File: src/design/ctar_pkg.sv
// Shared widths, register indexes, arctangent table and output scaling
// for the three-axis CORDIC rotator. No dependencies.
`default_nettype none

package ctar_pkg;

    localparam int DATA_W  = 16;   // point coordinate width
    localparam int ANGLE_W = 11;   // angle width, 2048 steps per turn
    localparam int QUAD_W  = 2;    // quadrant bits at the top of the angle
    localparam int RESID_W = ANGLE_W - QUAD_W;
    localparam int RES_W   = 12;   // signed residue accumulator, holds -2048..2047
    localparam int ITER_W  = 4;    // iteration count register width
    localparam int CFG_W   = ANGLE_W;
    localparam int CFG_IDX_W = 2;

    localparam int ROM_SIZE = 12;
    localparam int MAX_ITERATIONS_DEF = 9;
    localparam logic [ITER_W-1:0] ITER_RESET = ITER_W'(9);

    // configuration register indexes
    localparam logic [CFG_IDX_W-1:0] CFG_ANGLE_FIRST  = 2'd0;
    localparam logic [CFG_IDX_W-1:0] CFG_ANGLE_SECOND = 2'd1;
    localparam logic [CFG_IDX_W-1:0] CFG_ANGLE_THIRD  = 2'd2;
    localparam logic [CFG_IDX_W-1:0] CFG_ITER_COUNT   = 2'd3;

    // quadrant codes
    localparam logic [QUAD_W-1:0] QUAD_0 = 2'd0;
    localparam logic [QUAD_W-1:0] QUAD_1 = 2'd1;
    localparam logic [QUAD_W-1:0] QUAD_2 = 2'd2;

    // atan(2^-i) in units of 1/2048 turn
    function automatic logic signed [RES_W-1:0] atan_rom(input int idx);
        case (idx)
            0:       atan_rom = RES_W'(256);
            1:       atan_rom = RES_W'(151);
            2:       atan_rom = RES_W'(80);
            3:       atan_rom = RES_W'(41);
            4:       atan_rom = RES_W'(20);
            5:       atan_rom = RES_W'(10);
            6:       atan_rom = RES_W'(5);
            7:       atan_rom = RES_W'(3);
            8:       atan_rom = RES_W'(1);
            9:       atan_rom = RES_W'(1);
            default: atan_rom = RES_W'(0);
        endcase
    endfunction

    // gain correction, about 0.59375
    function automatic logic signed [DATA_W-1:0] gain_scale(
        input logic signed [DATA_W-1:0] e);
        gain_scale = (e >>> 1) + (e >>> 4) + (e >>> 5);
    endfunction

endpackage

`default_nettype wire

File: src/design/ctar_rot.sv
// One pipelined CORDIC rotation: quadrant pre-rotation, one register per
// micro-rotation, then gain scaling. Carries one side value alongside. Uses ctar_pkg.
`default_nettype none

module ctar_rot #(
    parameter int MAX_ITER = ctar_pkg::MAX_ITERATIONS_DEF
) (
    input  wire logic                                 i_clk,
    input  wire logic                                 i_rst_n,
    input  wire logic                                 i_valid,
    input  wire logic signed [ctar_pkg::DATA_W-1:0]   i_a,
    input  wire logic signed [ctar_pkg::DATA_W-1:0]   i_b,
    input  wire logic signed [ctar_pkg::DATA_W-1:0]   i_side,
    input  wire logic        [ctar_pkg::ANGLE_W-1:0]  i_angle,
    input  wire logic        [ctar_pkg::ITER_W-1:0]   i_iters,
    output logic                                      o_valid,
    output logic signed      [ctar_pkg::DATA_W-1:0]   o_a,
    output logic signed      [ctar_pkg::DATA_W-1:0]   o_b,
    output logic signed      [ctar_pkg::DATA_W-1:0]   o_side
);
    import ctar_pkg::*;

    logic                      r_v [0:MAX_ITER];
    logic signed [DATA_W-1:0]  r_x [0:MAX_ITER];
    logic signed [DATA_W-1:0]  r_y [0:MAX_ITER];
    logic signed [RES_W-1:0]   r_r [0:MAX_ITER];
    logic signed [DATA_W-1:0]  r_s [0:MAX_ITER];

    logic signed [DATA_W-1:0]  n_x [0:MAX_ITER-1];
    logic signed [DATA_W-1:0]  n_y [0:MAX_ITER-1];
    logic signed [RES_W-1:0]   n_r [0:MAX_ITER-1];

    logic signed [DATA_W-1:0]  n_x0;
    logic signed [DATA_W-1:0]  n_y0;
    logic signed [RES_W-1:0]   n_r0;

    logic                      r_out_v;
    logic signed [DATA_W-1:0]  r_out_a;
    logic signed [DATA_W-1:0]  r_out_b;
    logic signed [DATA_W-1:0]  r_out_s;

    // 90-degree pre-rotation; negation wraps at 16 bits
    always_comb begin
        n_r0 = RES_W'(i_angle[RESID_W-1:0]);
        case (i_angle[ANGLE_W-1 -: QUAD_W])
            QUAD_0: begin n_x0 = i_a;  n_y0 = i_b;  end
            QUAD_1: begin n_x0 = i_b;  n_y0 = -i_a; end
            QUAD_2: begin n_x0 = -i_a; n_y0 = -i_b; end
            default: begin n_x0 = -i_b; n_y0 = i_a; end
        endcase
    end

    for (genvar k = 0; k < MAX_ITER; k++) begin : g_iter
        localparam logic signed [RES_W-1:0] T = atan_rom(k);
        logic act;
        logic neg;
        assign act = i_iters > ITER_W'(k);
        assign neg = r_r[k][RES_W-1];
        assign n_x[k] = !act ? r_x[k] :
                        neg  ? r_x[k] - (r_y[k] >>> k) : r_x[k] + (r_y[k] >>> k);
        assign n_y[k] = !act ? r_y[k] :
                        neg  ? r_y[k] + (r_x[k] >>> k) : r_y[k] - (r_x[k] >>> k);
        assign n_r[k] = !act ? r_r[k] :
                        neg  ? r_r[k] + T : r_r[k] - T;
    end

    always_ff @(posedge i_clk) begin
        if (!i_rst_n) begin
            for (int k = 0; k <= MAX_ITER; k++) begin
                r_v[k] <= 1'b0;
            end
            r_out_v <= 1'b0;
        end else begin
            r_v[0] <= i_valid;
            for (int k = 0; k < MAX_ITER; k++) begin
                r_v[k+1] <= r_v[k];
            end
            r_out_v <= r_v[MAX_ITER];
        end
        r_x[0] <= n_x0;
        r_y[0] <= n_y0;
        r_r[0] <= n_r0;
        r_s[0] <= i_side;
        for (int k = 0; k < MAX_ITER; k++) begin
            r_x[k+1] <= n_x[k];
            r_y[k+1] <= n_y[k];
            r_r[k+1] <= n_r[k];
            r_s[k+1] <= r_s[k];
        end
        r_out_a <= gain_scale(r_x[MAX_ITER]);
        r_out_b <= gain_scale(r_y[MAX_ITER]);
        r_out_s <= r_s[MAX_ITER];
    end

    assign o_valid = r_out_v;
    assign o_a     = r_out_a;
    assign o_b     = r_out_b;
    assign o_side  = r_out_s;

endmodule

`default_nettype wire

File: config.mk
export PLATFORM = sky130hd
export DESIGN_NAME = ctar_rot
export DESIGN_NICKNAME = d
export VERILOG_FILES = /design/src/design/ctar_pkg.sv /design/src/design/ctar_rot.sv
export SDC_FILE = /design/constraint.sdc
export NUM_CORES = 2
export LEC_CHECK = 0
export ABC_AREA = 1
export BUFFER_PORTS_ARGS = -buffer_cell sky130_fd_sc_hd__buf_2
export CAP_MARGIN = 25
export CORE_MARGIN = 8
export CORE_UTILIZATION = 55
export DETAILED_ROUTE_END_ITERATION = 8
export PLACE_DENSITY = 0.74
export SKIP_CTS_REPAIR_TIMING = 1
export SLEW_MARGIN = 20
export SYNTH_ARGS = -nofsm -noshare
export SYNTH_HDL_FRONTEND = slang
export SYNTH_SLANG_ARGS = --single-unit
File: constraint.sdc
create_clock -name i_clk -period 3.43 [get_ports i_clk]
set_input_delay 1.029 -clock i_clk [delete_from_list [all_inputs] [get_ports i_clk]]
set_output_delay 1.029 -clock i_clk [all_outputs]
set_load 0.02 [all_outputs]
Yosys cells after proc, flatten, opt, wreduce, memory -nomap -nowiden
Memories as Yosys holds them, arrays and structs flattened. A register that Yosys moved wholly into a read port is not among the register bits.
Cells that the tools add are included.
- add/subtract/negate cells: 59
- $mul: 0
- div/mod/pow operators: 0
- magnitude comparators: 9
- eq/ne operators: 2
- shift operators: 0
- mux-type cells: 68
- bitwise gates (word level): 10
- reduce and logical (&&, ||, !) cells: 2
- operator list (kind ; count):
    16-bit two-way mux ; 36
    12-bit two-way mux ; 18
    16-bit case mux with 3 select lines ; 2
    16-bit by 11-bit adder with 16-bit output ; 4
    15-bit by 12-bit adder with 16-bit output ; 2
    16-bit by 10-bit adder with 16-bit output ; 2
    16-bit by 12-bit adder with 16-bit output ; 2
    16-bit by 13-bit adder with 16-bit output ; 2
    16-bit by 14-bit adder with 16-bit output ; 2
    16-bit by 15-bit adder with 16-bit output ; 2
    16-bit by 8-bit adder with 16-bit output ; 2
    16-bit by 9-bit adder with 16-bit output ; 2
    16-bit negator ; 2
    16-bit by 10-bit subtractor with 16-bit output ; 2
    16-bit by 11-bit subtractor with 16-bit output ; 2
    16-bit by 12-bit subtractor with 16-bit output ; 2
    16-bit by 13-bit subtractor with 16-bit output ; 2
    16-bit by 14-bit subtractor with 16-bit output ; 2
    16-bit by 15-bit subtractor with 16-bit output ; 2
    16-bit subtractor ; 2
    16-bit by 8-bit subtractor with 16-bit output ; 2
    16-bit by 9-bit subtractor with 16-bit output ; 2
    16-bit adder ; 1
    4-bit by 3-bit greater-than comparator with 1-bit output (second input constant) ; 4
    27 further kinds ; 49
- flip-flop bits (word level): 32
- bits in latches: 0
- RAM bits: 610
- memory bits (read-only): 0
- input bits: 66
- output and inout port bits: 49
- memories: 5
- memories (name ; words ; width ; rd ports ; clocked after memory_dff ; write ports ; line ; source):
    r_s ; 10 ; 16 ; 10 ; 1 ; 10 ; ctar_rot.sv:27 ; logic signed [DATA_W-1:0] r_s [0:MAX_ITER];
    r_x ; 10 ; 16 ; 10 ; 0 ; 10 ; ctar_rot.sv:24 ; logic signed [DATA_W-1:0] r_x [0:MAX_ITER];
    r_y ; 10 ; 16 ; 10 ; 0 ; 10 ; ctar_rot.sv:25 ; logic signed [DATA_W-1:0] r_y [0:MAX_ITER];
    r_r ; 10 ; 12 ; 9 ; 0 ; 10 ; ctar_rot.sv:26 ; logic signed [RES_W-1:0] r_r [0:MAX_ITER];
    r_v ; 10 ; 1 ; 10 ; 1 ; 10 ; ctar_rot.sv:23 ; logic r_v [0:MAX_ITER];

Depth between registers and ports, before layout
An unclocked memory read counts as a cell.
- depth after elaboration: 4
- mapped depth: 22

Worst setup path after synthesis
No wires, ideal clock.
- kind: reg-to-reg
- start: memory r_r[6][11]
- end: memory r_y[7][8]
- arrival: 2609 ps
- data required time: 3307 ps
- path slack: 698 ps
- stages on the path, launching flop included: 15
- buffers on the path: 2
- clock period less this slack: 2732 ps
- cell sequence: dfxtp_1 -> buf_2 -> inv_2 -> clkbuf_1 -> o21ai_0 -> fa_1 -> nand3_1 -> nand2_1 -> nand2_1 -> nand2_1 -> nand2_1 -> nand2_1 -> or2_2 -> nand3_1 -> o21ai_0
- RTL lines (element ; line):
    start, declared ; ctar_rot.sv:26
    end, declared ; ctar_rot.sv:25

==> metrics.txt <==
die span in y 291 um; overall routed net length around 110,000 um; Vias 38,800; WS Path Type register to register; critical path cell sequence clkinv_1, buf_4, nand2_1, o21ai_0, xor2_1, ha_1, nand2_1, inv_1, nand2_1, nor3_1, a21oi_1, nand2_1, nand3_1, nand2_1, nand2_1; Hold Crit Depth 0; Final TNS setup 0 ps; delay-heaviest family, CP buffers and inverters; multiplexer share of the synthesized area 0; Distinct cells, synth 52; number of diodes 0; Synth Area in Simple Gates 0.301; Synth async-reset ratio 0; relative slew slack 0.477; main combinational cell family by area after synthesis simple AND/OR/NAND/NOR gates; maximum clock rate 0.334 GHz; total global routing track utilization 0.258; slowest cell delay on critical path 510 ps; CTS tree yes; Final Hold Vio Count 0; status finished, final reports clean; Multi-input gate area 25,800 um^2; vias in the first global route 37,200; Reg-to-Reg Start r_r[4][11]; Worst Max-Slew Pin Slew 784 ps; CP max stage cell clkinv_1; share of cells above drive strength 1 0.0544; Gate Count Post-Synth 6,066; CTS Buf Count 68; crit share post-route 0.874; Critical Path AT 3490 ps; Seq/Total Area, Yosys 0.302; dpl cell area around 43,000 um^2; row count roughly 100; top_reg_cell synth dfxtp_1; WHS Endpoint r_r[6][0]; initial antenna violation count 2; hold path start r_r[5][0]; Startpoint Class register; syn avg cell area 6.87 um^2; Reg2Reg Depth 15; post-DR wirelength/cell 15.6 um; cell mode on critical path nand2_1; Yosys reg bits 629; port bufs ~110; First DRT Iteration DRCs ~2,700; net count after synthesis 6,589; pin count of the biggest net entering global routing 49; Area Growth Syn to Fin 9.62%; xor/xnor share of the synthesized area 0.0601; die area 84,800 um^2; Storage cell area roughly 13,000 um^2; nets@finish 6,704; RSZ-0062 raised after global routing no; CTS Buffer Depth 3; number of routed nets with antenna violations 0; fraction of the mapped netlist area in adder cells 0.146; HPWL Detailed 89,500 um; crit end category register; Core Region 75,400 um^2; final setup fails 0; 1st-pass router iterations 6; Worst-Skew Late Latency 640 ps; Worst R2R End r_x[5][15]; first-pass GRT wire length roughly 180,000 um; Layout Skew 46.5 ps; GR Overflow Total 0; CP Data Required Time between 3000 and 4000 ps; initial core utilization 0.552; YS warnings 0; Final Max Slew Viols 0; Remaining DRCs 0; EDFF count, synth 0; Sink Count ~630; IO Pins 115; htree depth 3; post-synthesis compound-gate area fraction 0.112; Synth Cell Area 41,700 um^2; Max-cap violations 0; Fillers between 7,000 and 8,000; buffer and inverter count on the worst path 3; fin area about 46,000 um^2; vias per cell 5.39; Hold Path Class register to register; die width 291 um; CTS clock-pin slew for the worst setup and hold paths 60 ps; Final Critical Period 3000 ps; Routability Congestion 0.984; R2R Setup Slk about 430 ps; root buf cell clkbuf_16; CP max FO 16
## metal layers
layer | global-route usage | wire, um
met1 | 0.311 | 47700
met2 | 0.458 | 53600
met3 | 0.0341 | 5960
met4 | 0.111 | 4890
met5 | 0 | 28
## stage by stage
stage               hold slack (ps)  utilization  worst slack, ps  std cells
detailed placement              312        0.574              486       7089
global route                    328        0.606             33.6       7209
global placement                310        0.574              511       7089
CTS                             317        0.606              436       7209
finish                          322        0.606              433       7209
floorplan                       310            -              698       6066
## Yosys cell counts, types with 5 or more instances
cell type     n  area share
nor4_1        5     0.00075
o31ai_1      11      0.0020
o2111ai_1     6      0.0013
clkbuf_1     39      0.0035
fa_1         48       0.023
ha_1        409        0.12
o22ai_1      10      0.0015
o21bai_1     39      0.0070
nand4_1      94       0.014
a21oi_1     336       0.040
nor2_1      462       0.042
buf_2        56      0.0067
or2_2        55      0.0083
a21o_1       34      0.0061
a21boi_0      6      0.0011
buf_1         5     0.00045
dfxtp_1     629        0.30
a31oi_1      41      0.0062
nand3_1     481       0.058
nor3_1       44      0.0053
o211ai_1      5     0.00090
inv_1       733       0.066
and2_1        9      0.0014
buf_4         7      0.0013
xnor2_1     113       0.024
o21ai_0     343       0.041
xor2_1      173       0.036
nand3b_1     48      0.0086
nand2_1    1777        0.16
inv_2         8     0.00072
## placed cells by master (no fill, tap or decap), types with 94 or more instances in the layout
cell type and instances:
inv_1 733, nand2_1 1777, a21oi_1 336, buf_2 114, dfxtp_1 629, ha_1 409
nor2_1 462, nand3_1 481, xor2_1 173, o21ai_0 343, xnor2_1 113, nand4_1 94
## how the worst max path moves through the flow
stage          cells after the start  slack [ps]        from          to
2_1_floorplan                     14         700  r_r[6][11]   r_y[7][8]
3_3_place_gp                      21         510   r_x[3][3]  r_y[4][15]
3_5_place_dp                      21         490   r_x[3][3]  r_y[4][15]
4_1_cts                           20         440   r_x[3][3]  r_y[4][15]
5_1_grt                           20          30   r_x[3][3]  r_y[4][15]
6_report                          15         430  r_r[4][11]  r_x[5][15]
## kinds of logic (layout without fill, tap and decap cells)
kind of cell    after synthesis  count (layout)
simple gates               2988            2988
flops                       629             629
compound gates              853             853
fa+ha+maj                   457             457
xor+xnor                    286             286
buf+inv                     853            1018
## registers in the layout (all words and copies together), names as in the netlist
name / flops
o_a: 16
o_b: 16
o_side: 16
o_valid: 1
r_r: 92
r_s: 160
r_v: 10
r_x: 159
r_y: 159
## cell type report
class                   instances  share of cell area
flip-flops and latches        629               0.276
clock inverters                24              0.0102
well taps                     978              0.0268
repair buffers                155              0.0195
inverters                     743              0.0611
multi-input cells            4584               0.564
clock buffers                  96              0.0424
Power is left out: the tool's default activity adds up to more than one toggle a clock period on the data nets, which glitch-free logic cannot reach.
